--- config.mk ---
export PLATFORM = sky130hd
export DESIGN_NAME = pfc_back
export DESIGN_NICKNAME = d
export VERILOG_FILES = /design/src/design/pfc_pkg.sv /design/src/design/pfc_back.sv
export SDC_FILE = /design/constraint.sdc
export NUM_CORES = 1
export LEC_CHECK = 0
export BUFFER_PORTS_ARGS = -buffer_cell sky130_fd_sc_hd__buf_2
export CAP_MARGIN = 20
export CORE_ASPECT_RATIO = 0.6
export CORE_MARGIN = 1
export CORE_UTILIZATION = 39
export CTS_CLUSTER_DIAMETER = 80
export DETAILED_ROUTE_END_ITERATION = 6
export PLACE_DENSITY_LB_ADDON = 0.1
export SLEW_MARGIN = 15
export SYNTH_ARGS = -nofsm -noshare
export SYNTH_HDL_FRONTEND = slang
export SYNTH_SLANG_ARGS = --single-unit
--- constraint.sdc ---
create_clock -name clk -period 6.4 [get_ports clk]
set_input_delay 0 -clock clk [delete_from_list [all_inputs] [get_ports clk]]
set_output_delay 0 -clock clk [all_outputs]
set_load 0.02 [all_outputs]
--- src/design/pfc_pkg.sv ---
// ----------------------------------------------------------------------------
// pfc_pkg: shared types and constants
// Cull codes, per-item control bundle and register map of the projector.
// ----------------------------------------------------------------------------
package pfc_pkg;

  localparam int FOCAL_BITS = 24;
  localparam int DIM_BITS   = 13;
  // quotient bits of the projection divide; a kept point has |offset| <= w/2
  localparam int QUO_BITS   = 13;

  typedef enum logic [2:0] {
    CULL_NONE  = 3'd0,
    CULL_X_NEG = 3'd1,
    CULL_X_POS = 3'd2,
    CULL_Y_POS = 3'd3,
    CULL_Y_NEG = 3'd4,
    CULL_NEAR  = 3'd5
  } cull_t;

  typedef enum logic [1:0] {
    REG_FOCAL  = 2'd0,
    REG_WIDTH  = 2'd1,
    REG_HEIGHT = 2'd2
  } reg_idx_t;

  typedef struct packed {
    logic  visible;
    cull_t reason;
    logic  neg_x;
    logic  neg_y;
    logic  zero_z;
  } meta_t;

endpackage

--- src/design/pfc_back.sv ---
// ----------------------------------------------------------------------------
// pfc_back: pixel placement and result register
// Floor-correct the quotient, add the half dimension, clamp to the picture.
// ----------------------------------------------------------------------------
module pfc_back #(
  parameter int CB = 24,
  parameter int PB = 12
) (
  input  logic                              clk,
  input  logic                              rst_n,
  input  logic                              en,
  input  logic                              vld_i,
  input  pfc_pkg::meta_t                    meta_i,
  input  logic [CB+24:0]                    rx_i,
  input  logic [CB+24:0]                    ry_i,
  input  logic [pfc_pkg::QUO_BITS-1:0]      qx_i,
  input  logic [pfc_pkg::QUO_BITS-1:0]      qy_i,
  input  logic [pfc_pkg::DIM_BITS-1:0]      w_i,
  input  logic [pfc_pkg::DIM_BITS-1:0]      h_i,
  output logic                              vld_o,
  output logic                              visible_o,
  output logic [2:0]                        reason_o,
  output logic [PB-1:0]                     px_o,
  output logic [PB-1:0]                     py_o
);

  localparam int SW = 20;

  function automatic logic [PB-1:0] place(
    input logic                            neg,
    input logic                            zero,
    input logic                            rnz,
    input logic [pfc_pkg::QUO_BITS-1:0]    q,
    input logic [pfc_pkg::DIM_BITS-1:0]    dim
  );
    logic signed [SW-1:0] off, pos, lim, pmax;
    begin
      off  = $signed(SW'(q));
      if (neg) off = -(off + $signed(SW'(rnz)));
      if (zero) off = '0;
      pos  = off + $signed(SW'(dim[pfc_pkg::DIM_BITS-1:1]));
      lim  = (dim == '0) ? '0 : $signed(SW'(dim) - SW'(1));
      pmax = $signed((SW'(1) << PB) - SW'(1));
      if (lim > pmax) lim = pmax;
      if (pos < 0) pos = '0;
      if (pos > lim) pos = lim;
      place = pos[PB-1:0];
    end
  endfunction

  always_ff @(posedge clk) begin
    if (!rst_n) begin
      vld_o <= 1'b0;
    end else if (en) begin
      vld_o <= vld_i;
    end
  end

  always_ff @(posedge clk) begin
    if (en) begin
      visible_o <= meta_i.visible;
      reason_o  <= meta_i.reason;
      if (meta_i.visible) begin
        px_o <= place(meta_i.neg_x, meta_i.zero_z, (rx_i != '0), qx_i, w_i);
        py_o <= place(meta_i.neg_y, meta_i.zero_z, (ry_i != '0), qy_i, h_i);
      end else begin
        px_o <= '0;
        py_o <= '0;
      end
    end
  end

endmodule

==> metrics.cfg <==
[flow_run]
max_cap_viol_count = 0

[placement]
gp_congestion = 0.934
dpl.cell_count = 1281
dpl_cell_area_um2 = 7890
post-dp-hpwl_um = 18400
io_buffers = 189

[critical_path]
crit_required_ns = 6.50
cpPeakStageDelay_ns = 0.34
end_kind = flip-flop
crit_start = ry_i[36]
critPathMaxFanout = 6
arrival_ns = 6.04
r2r_start = vld_o
start_kind = input port
cp_common_cell = nor2_1
cpLargestDelayFamily = simple AND/OR/NAND/NOR gates
crit_type = in2reg
crit_slowest_cell = ha_1
path_buf_inv = 4

[pwr]
p_int_w = 0.000724
ir_drop_mv = 0.104
switchingPower_w = 0.000506
sw_frac_of_total_pct = 41.1
comb_power_share_pct = 59.3
p_total_w = 0.00123
power.share.clock_pct = 20.8
power_frac_seq_pct = 19.9
powerDensity_nw_per_um2 = 151
power_leakage_nw = 3.91

[yosys]
syn_area_um2 = 6550
ys_seq_area_share_pct = 13.1
post_synth.cell_area_avg_um2 = 7.60
synth_cell_type_count = 81
yosysWarnings = 0
synth_ff_type = edfxtp_1
async_reset_ff_share_pct = 0
synth.area.top_cells = ha_1, edfxtp_1, nor2_1, a21oi_1, mux2i_1
syn_inst = 862
synth_top_area_share_pct = 18.7
synth_top_area_cell = ha_1
synth-edff-count = 28
synth-seq-cells = 29

[finish]
finalNonFillerCells = 1295
ff_latch_area_um2 = 861
final_nets = 1325
num-fill-cells = 1654
drive_gt1_share_pct = 24.5
final_area_um2 = 8150
area_growth_pct = 24.3
finish.utilization_pct = 50.0
multi_input_area_um2 = 5370

[detailed_routing]
drtIter0Drc = 426
wirelength_um = 21500
wire_per_inst_um = 16.6
dr.pass1.iters = 5
drc = 0
vias_per_cell = 5.54
vias = 7180
ant_nets = 0

[sta]
maxSlewHeadroom_pct = 52.4
min_period_over_period_pct = 92.7
tightest_slew_ns = 0.708
finalSetupTns_ns = 0
fin_crit_ns = 5.93
fmax_mhz = 169
finalHoldViolations = 0
slew_viol_final = 0
setup_violations = 0
worst_clock_skew_ns = 0

[clock_tree]
clockBufferDepth = 2
cts_root_buffer = clkbuf_16
cts_sinks = 29
post-cts-setup-buffer-count = 0
clk_latency_ns = 0.27
cts_made_buffers = 5
htreeDepth = 2
clk_pin_slew_worst_paths_ns = 0.05
cts_tree = done

[floorplanning]
rows = 36
coreArea_um2 = 16300
io_pins = 190
dieArea_um2 = 17300
die_h_um = 102
die_w_um = 169
start_util_pct = 40.2

[global_routing]
grt_max_degree = 30
gr-total-overflow = 0
grt_pass1_wl_um = 33300
antenna_found_initial = 4
grt.total_usage_pct = 24.3
grt_pass1_vias = 6240

[worst_hold_path]
worstHoldStart = vld_i
hold_path.class = in2reg

[run_status]
status = finished clean

## synthesized netlist by cell type (15+ instances only)
cell type,instances
edfxtp_1,28
inv_1,71
nor2b_1,15
xor2_1,24
nor4_1,34
mux2i_1,27
clkbuf_1,19
a21o_1,16
ha_1,98
a211oi_1,15
a21oi_1,59
o211ai_1,16
nand2_1,59
o21ai_0,30
nor2_1,83
nor3_1,18
nand3_1,26
xnor2_1,26
## layout make-up
cell class | count | share of cell area [%]
flip-flops and latches | 29 | 10.6
repair buffers | 221 | 14.7
multi-input cells | 735 | 65.9
clock inverters | 2 | 0.415
clock buffers | 6 | 1.58
inverters | 72 | 3.32
well taps | 228 | 3.50
diodes | 2 | 0.0614
## placed cells by master (no fill, tap or decap), types with 6 or more instances in the layout
cell type,count
a211oi_1,15
a211oi_2,6
a21o_1,16
a21oi_1,59
a31oi_1,13
and3_1,8
buf_2,189
buf_4,28
edfxtp_1,28
ha_1,97
inv_1,71
mux2i_1,26
nand2_1,59
nand2b_1,10
nand3_1,26
nand4_1,12
nor2_1,83
nor2b_1,15
nor3_1,18
nor4_1,29
nor4_2,6
o211a_1,7
o211ai_1,16
o21a_1,8
o21ai_0,28
o21ai_1,13
xnor2_1,26
xor2_1,24
## logic make-up (layout without fill, tap and decap cells)
kind of cell             Yosys count  in the layout  share of synthesized area (%)
buffers and inverters            101            301                           5.96
AO/OA/AOI/OAI                    243            243                           26.0
other                              1              6                         0.0572
adder cells (fa/ha/maj)          101            101                           19.5
multiplexers                      29             29                           4.47
AND/OR/NAND/NOR                  308            308                           24.2
flip-flops                        29             29                           13.1
XOR/XNOR                          50             50                           6.68
## sequential cells by signal, indices dropped and copies added, names as in the netlist
register   count
reason_o       3
visible_o      1
py_o          12
vld_o          1
px_o          12
## final timing paths
| kind | endpoint | slack, ns | depth (start not counted) |
|---|---|---|---|
| worst max register to register | vld_o | 5.80 | 2 |
| worst min register to register | vld_o | 0.53 | 2 |
| worst max-delay path | py_o[3] | 0.47 | 36 |
| worst min-delay path | vld_o | 0.009 | 3 |
## worst reg2reg max path, delay by kind of cell (launching register included)
kind          cells  cell delay, ns
mux               1            0.13
flops             1            0.30
simple gates      1            0.06
## metrics by stage
stage               hold slack, ns  worst slack (ns)
floorplan                   0.0989             0.585
global placement             0.177            0.0285
detailed placement           0.185           -0.0693
CTS                         0.0134             0.215
global route                0.0620           -0.0135
finish                     0.00885             0.468
## power by group through the flow
stage                     Sequential (W)  Clock, W  Combinational, W
after floorplan                 0.000279         0          0.000440
after global placement          0.000250         0          0.000711
after detailed placement        0.000249         0          0.000707
after CTS                       0.000246  0.000260          0.000713
after global routing            0.000248  0.000267          0.000809
final                           0.000245  0.000256          0.000729
## repair_timing
item / in CTS / in global routing
setup endpoints to repair: 0 / 21
hold buffers: 4 / 0
resized for setup: 0 / 17
endpoints found under the hold margin: 4 / 0
## per-layer routing
metal | vias to the layer above | global-route usage (%) | wire, um
met2 | 286 | 31.9 | 7810
met3 | 11 | 6.08 | 1950
met5 | - | 0 | 8
li1 | 3641 | - | -
met1 | 3240 | 39.2 | 11700
met4 | 2 | 2.36 | 91
No activity file was read; power rests on OpenSTA's default activity.
