### config.mk
export PLATFORM = sky130hd
export DESIGN_NAME = pfc_div_cell
export DESIGN_NICKNAME = d
export VERILOG_FILES = /design/src/design/pfc_pkg.sv /design/src/design/pfc_div_cell.sv
export SDC_FILE = /design/constraint.sdc
export NUM_CORES = 1
export LEC_CHECK = 0
export BUFFER_PORTS_ARGS = -buffer_cell sky130_fd_sc_hd__buf_4
export CAP_MARGIN = 20
export CORE_ASPECT_RATIO = 0.8
export CORE_MARGIN = 8
export CORE_UTILIZATION = 57
export CTS_BUF_LIST = sky130_fd_sc_hd__clkbuf_2 sky130_fd_sc_hd__clkbuf_4 sky130_fd_sc_hd__clkbuf_8
export CTS_CLUSTER_SIZE = 24
export DETAILED_ROUTE_END_ITERATION = 10
export PLACE_DENSITY = 0.94
export SLEW_MARGIN = 20
export SYNTH_ARGS = -nofsm -noshare
export SYNTH_HDL_FRONTEND = slang
export SYNTH_SLANG_ARGS = --single-unit
### constraint.sdc
create_clock -name clk -period 10.4 [get_ports clk]
set_clock_uncertainty 0.2 [all_clocks]
set_input_delay 2.08 -clock clk [delete_from_list [all_inputs] [get_ports clk]]
set_output_delay 2.08 -clock clk [all_outputs]
set_load 0.05 [all_outputs]
### src/design/pfc_pkg.sv
// ----------------------------------------------------------------------------
// pfc_pkg: shared types and constants
// Cull codes, per-item control bundle and register map of the projector.
// ----------------------------------------------------------------------------
package pfc_pkg;

  localparam int FOCAL_BITS = 24;
  localparam int DIM_BITS   = 13;
  // quotient bits of the projection divide; a kept point has |offset| <= w/2
  localparam int QUO_BITS   = 13;

  typedef enum logic [2:0] {
    CULL_NONE  = 3'd0,
    CULL_X_NEG = 3'd1,
    CULL_X_POS = 3'd2,
    CULL_Y_POS = 3'd3,
    CULL_Y_NEG = 3'd4,
    CULL_NEAR  = 3'd5
  } cull_t;

  typedef enum logic [1:0] {
    REG_FOCAL  = 2'd0,
    REG_WIDTH  = 2'd1,
    REG_HEIGHT = 2'd2
  } reg_idx_t;

  typedef struct packed {
    logic  visible;
    cull_t reason;
    logic  neg_x;
    logic  neg_y;
    logic  zero_z;
  } meta_t;

endpackage

### src/design/pfc_div_cell.sv
// ----------------------------------------------------------------------------
// pfc_div_cell: one restoring-divide cell
// Settle one quotient bit for both coordinates and pass the item on.
// ----------------------------------------------------------------------------
module pfc_div_cell #(
  parameter int CB    = 24,
  parameter int SHIFT = 0
) (
  input  logic                              clk,
  input  logic                              rst_n,
  input  logic                              en,
  input  logic                              vld_i,
  input  pfc_pkg::meta_t                    meta_i,
  input  logic [CB+7:0]                     d_i,
  input  logic [CB+24:0]                    rx_i,
  input  logic [CB+24:0]                    ry_i,
  input  logic [pfc_pkg::QUO_BITS-1:0]      qx_i,
  input  logic [pfc_pkg::QUO_BITS-1:0]      qy_i,
  output logic                              vld_o,
  output pfc_pkg::meta_t                    meta_o,
  output logic [CB+7:0]                     d_o,
  output logic [CB+24:0]                    rx_o,
  output logic [CB+24:0]                    ry_o,
  output logic [pfc_pkg::QUO_BITS-1:0]      qx_o,
  output logic [pfc_pkg::QUO_BITS-1:0]      qy_o
);

  localparam int NW = CB + 25;
  localparam int EW = NW + pfc_pkg::QUO_BITS;

  logic [EW-1:0] dsh;
  logic          ge_x, ge_y;

  always_comb begin
    dsh  = EW'(d_i) << SHIFT;
    ge_x = (EW'(rx_i) >= dsh);
    ge_y = (EW'(ry_i) >= dsh);
  end

  always_ff @(posedge clk) begin
    if (!rst_n) begin
      vld_o <= 1'b0;
    end else if (en) begin
      vld_o <= vld_i;
    end
  end

  always_ff @(posedge clk) begin
    if (en) begin
      meta_o <= meta_i;
      d_o    <= d_i;
      rx_o   <= ge_x ? NW'(EW'(rx_i) - dsh) : rx_i;
      ry_o   <= ge_y ? NW'(EW'(ry_i) - dsh) : ry_i;
      qx_o   <= qx_i | (pfc_pkg::QUO_BITS'(ge_x) << SHIFT);
      qy_o   <= qy_i | (pfc_pkg::QUO_BITS'(ge_y) << SHIFT);
    end
  end

endmodule

==> out/metrics.csv <==
stage;metric;value;unit
critical_path;Cell Chain, Critical Path;buf_4 -> inv_1 -> ha_1 -> inv_1 -> fa_1 -> a21o_1 -> a221oi_1 -> o21ai_0 -> and4_1 -> o21ai_0 -> nand2_1 -> nor3b_1 -> nor4b_1 -> xor2_1;
clocking;# H-tree levels;4;
global_route;first-pass GRT wire length;51170;µm
timing;crit share post-route;51.42;%
routing;Via Count;9574;
finish;most frequent standard cell in the layout excluding fill and tap cells;sky130_fd_sc_hd__buf_4;
clocking;cells resized by post-CTS repair;0;
clocking;buffer levels on the longest clock path;2;
routing;detailed-route wire length;34360;µm
critical_path;longest individual stage delay on the worst path;0.52;ns
logic_synthesis;Synth Cell Area;10200;µm²
clocking;clock net sink count;164;
global_route;leftover overflow at the end of global routing;0;
global_route;largest net degree at the start of global routing;94;
timing;Slew @ Worst Pin;0.9385;ns
logic_synthesis;count of different cell masters after synthesis;64;
die;total die area;22460;µm²
clocking;Post-CTS Hold Buffers;0;
timing;highest clock frequency the design can meet;0.1870;GHz
timing;Worst Setup Slack, final;5.053;ns
placement;Setup Slack @ Placement;4.607;ns
logic_synthesis;top cell type's share of synthesized area;47.97;%
logic_synthesis;average cell area after synthesis;10.17;µm²
power;total leakage power;5.671;nW
placement;placed wire-length estimate after detailed placement;27110;µm
die;placeable core region;17430;µm²
placement;IO buf count;330;
timing;Rel. slew slack;37.43;%
logic_synthesis;gate count of the mapped netlist;1003;
logic_synthesis;sequential-to-total area share from yosys stat;48.17;%
critical_path;start-to-end type of the worst setup path;in2reg;
power;peak supply drop;0.00009032;V
die;die width;165.6;µm
hold_path;min-delay worst type;reg2reg;
clocking;worst-skew pair later-pin latency;0.47;ns
timing;post-layout minimum cycle time;5.347;ns
routing;average routed wire per standard cell;22.13;µm
routing;number of DRC markers after the initial detailed-route iteration;1222;
logic_synthesis;biggest area consumer among synthesized cells;sky130_fd_sc_hd__edfxtp_1;
power;Power per Cell Area;160.5;nW/µm²
timing;worst hold margin;0.3545;ns
finish;Antenna Diode Count;0;
logic_synthesis;ys flop type;sky130_fd_sc_hd__edfxtp_1;
placement;gpl congestion;0.9416;
global_route;global router's overall resource usage;29.39;%
critical_path;sum of buffers and inverters on the critical path;3;
global_route;vias in the first global route;9361;
clocking;number of buffers inserted during clock tree synthesis;17;
clocking;clock transition at the registers of the reported paths;0.10;ns
die;starting density of the core;58.53;%
finish;area overhead of the layout relative to synthesis;29.93;%
timing;setup repair after global routing missed its margin;no;
routing;antenna viol nets, final;0;
critical_path;highest fanout seen on the critical path;4;
critical_path;startpoint type of the worst setup path;input port;
timing;final setup violation count;0;
timing;Setup Total Neg Slack;0;ns
logic_synthesis;leading post-synthesis cells by cell area;sky130_fd_sc_hd__edfxtp_1 (48%), sky130_fd_sc_hd__ha_1 (7.8%), sky130_fd_sc_hd__a21oi_1 (5.4%), sky130_fd_sc_hd__nor2_1 (4.2%), sky130_fd_sc_hd__xor2_1 (4.0%);
status;result of the run;finished clean;
logic_synthesis;post-synthesis net count;1236;
critical_path;Top Family by Delay on Critical Path;simple AND/OR/NAND/NOR gates;
critical_path;kind of end point of the critical path;register;
clocking;root buffer selected by CTS;sky130_fd_sc_hd__clkbuf_8;
die;number of rows created at floorplan;43;
die;vertical die dimension;135.7;µm
logic_synthesis;count of synthesis-stage warnings from yosys;0;
routing;DRC violations left;0;
routing;number of iterations in the first detailed-routing pass;6;
die;IO Count;331;
clocking;clock tree from TritonCTS;yes;
timing;count of final max-slew check failures;0;
finish;layout cells sized above 1;30.42;%
finish;nets@finish;1548;
routing;DR vias/cell;6.165;
logic_synthesis;Seq cells post-synth;164;
critical_path;WP data required;10.42;ns
critical_path;slowest stage cell on the critical path;sky130_fd_sc_hd__nor3b_1;
global_route;number of antenna violations at the first check in global routing;1;
flow_run;number of maximum-capacitance constraint violations;0;
timing;Final Hold Viols;0;
logic_synthesis;number of synthesized flops with an enable pin;163;
logic_synthesis;asr flop ratio synth;0;%
critical_path;data arrival time of the critical path;5.37;ns
clocking;Post-CTS Repair Setup Buffers;0;
finish;most used cells in the layout excluding fill and tap cells;sky130_fd_sc_hd__buf_4 (332), sky130_fd_sc_hd__edfxtp_1 (163), sky130_fd_sc_hd__nor2_1 (113), sky130_fd_sc_hd__a21oi_1 (110), sky130_fd_sc_hd__nand2_1 (76);
tightest hold or removal path, stage by stage (launching register included):
cell                      delay (ns)
sky130_fd_sc_hd__dfxtp_1        0.33
sky130_fd_sc_hd__mux2i_1        0.13
sky130_fd_sc_hd__nor2b_1        0.06
routing by layer:
layer	wire [µm]	vias up	track usage, %	part of all wire (%)
li1	-	4311	-	-
met1	12910	4525	36.81	38
met2	16550	647	48.15	48
met3	3878	89	7.928	11
met4	1007	2	10.50	2.9
met5	17	-	0	0.049
final timing paths:
check / from / endpoint / slack, ns / depth (start not counted)
worst max register to register: vld_o / vld_o / 9.58 / 2
worst max-delay path: rx_i[0] / rx_o[40] / 5.05 / 14
worst min-delay path: vld_o / vld_o / 0.35 / 2
worst min register to register: vld_o / vld_o / 0.35 / 2
area by class of cell:
cell class                 count  area, µm²
tap                          225      281.5
timing repair buffer         333       2504
fill                        1189       4174
multi-input combinational    750       4950
inverter                      49      183.9
sequential                   164       4915
clock buffer                  17      234.0
clock inverter                15      190.2
flip-flops by register name, indices dropped and copies added (netlist names):
register / flops
d_o: 32
meta_o: 7
qx_o: 13
qy_o: 13
rx_o: 49
ry_o: 49
vld_o: 1
cell families after synthesis:
logic type / synth area share [%]
buffers and inverters: 3.397
flip-flops: 48.17
adder cells (fa/ha/maj): 8.240
AND/OR/NAND/NOR: 15.59
XOR/XNOR: 7.897
multiplexers: 2.293
AO/OA/AOI/OAI: 14.42
cell usage after synthesis (6+ instances only):
cell                       count
sky130_fd_sc_hd__a211oi_1      7
sky130_fd_sc_hd__a21o_1       19
sky130_fd_sc_hd__a21oi_1     110
sky130_fd_sc_hd__a31oi_1       7
sky130_fd_sc_hd__clkbuf_1     34
sky130_fd_sc_hd__edfxtp_1    163
sky130_fd_sc_hd__ha_1         64
sky130_fd_sc_hd__inv_1        49
sky130_fd_sc_hd__mux2_2       19
sky130_fd_sc_hd__nand2_1      76
sky130_fd_sc_hd__nand2b_1      7
sky130_fd_sc_hd__nand3_1      21
sky130_fd_sc_hd__nand4_1      17
sky130_fd_sc_hd__nor2_1      113
sky130_fd_sc_hd__nor2b_1       9
sky130_fd_sc_hd__nor3_1       26
sky130_fd_sc_hd__nor4_1       11
sky130_fd_sc_hd__o211ai_1      9
sky130_fd_sc_hd__o21a_1       11
sky130_fd_sc_hd__o21ai_0      45
sky130_fd_sc_hd__o21bai_1      6
sky130_fd_sc_hd__or2_2         8
sky130_fd_sc_hd__or4_1         7
sky130_fd_sc_hd__xnor2_1      45
sky130_fd_sc_hd__xor2_1       47
metrics by stage:
| step | instance area, µm² | instances | power [mW] | utilization (%) |
|---|---|---|---|---|
| after global routing | 13260 | 1553 | 2.198 | 76.06 |
| after CTS | 13260 | 1553 | 2.124 | 76.06 |
| after detailed placement | 12830 | 1521 | 1.634 | 73.62 |
| after global placement | 12830 | 1521 | 1.618 | 73.62 |
| after floorplan | 10200 | 1003 | 1.365 | - |
| final | 13260 | 1553 | 2.128 | 76.06 |
report_power, final:
part / total (mW) / switching [mW] / leakage (nW) / internal [mW]
combinational: 0.784 / 0.523 / 3.86 / 0.261
clock: 0.497 / 0.291 / 0.206 / 0.206
sequential: 0.847 / 0.0250 / 1.60 / 0.822
total: 2.13 / 0.839 / 5.67 / 1.29
Note: power is estimated with default switching activity, not from simulation.
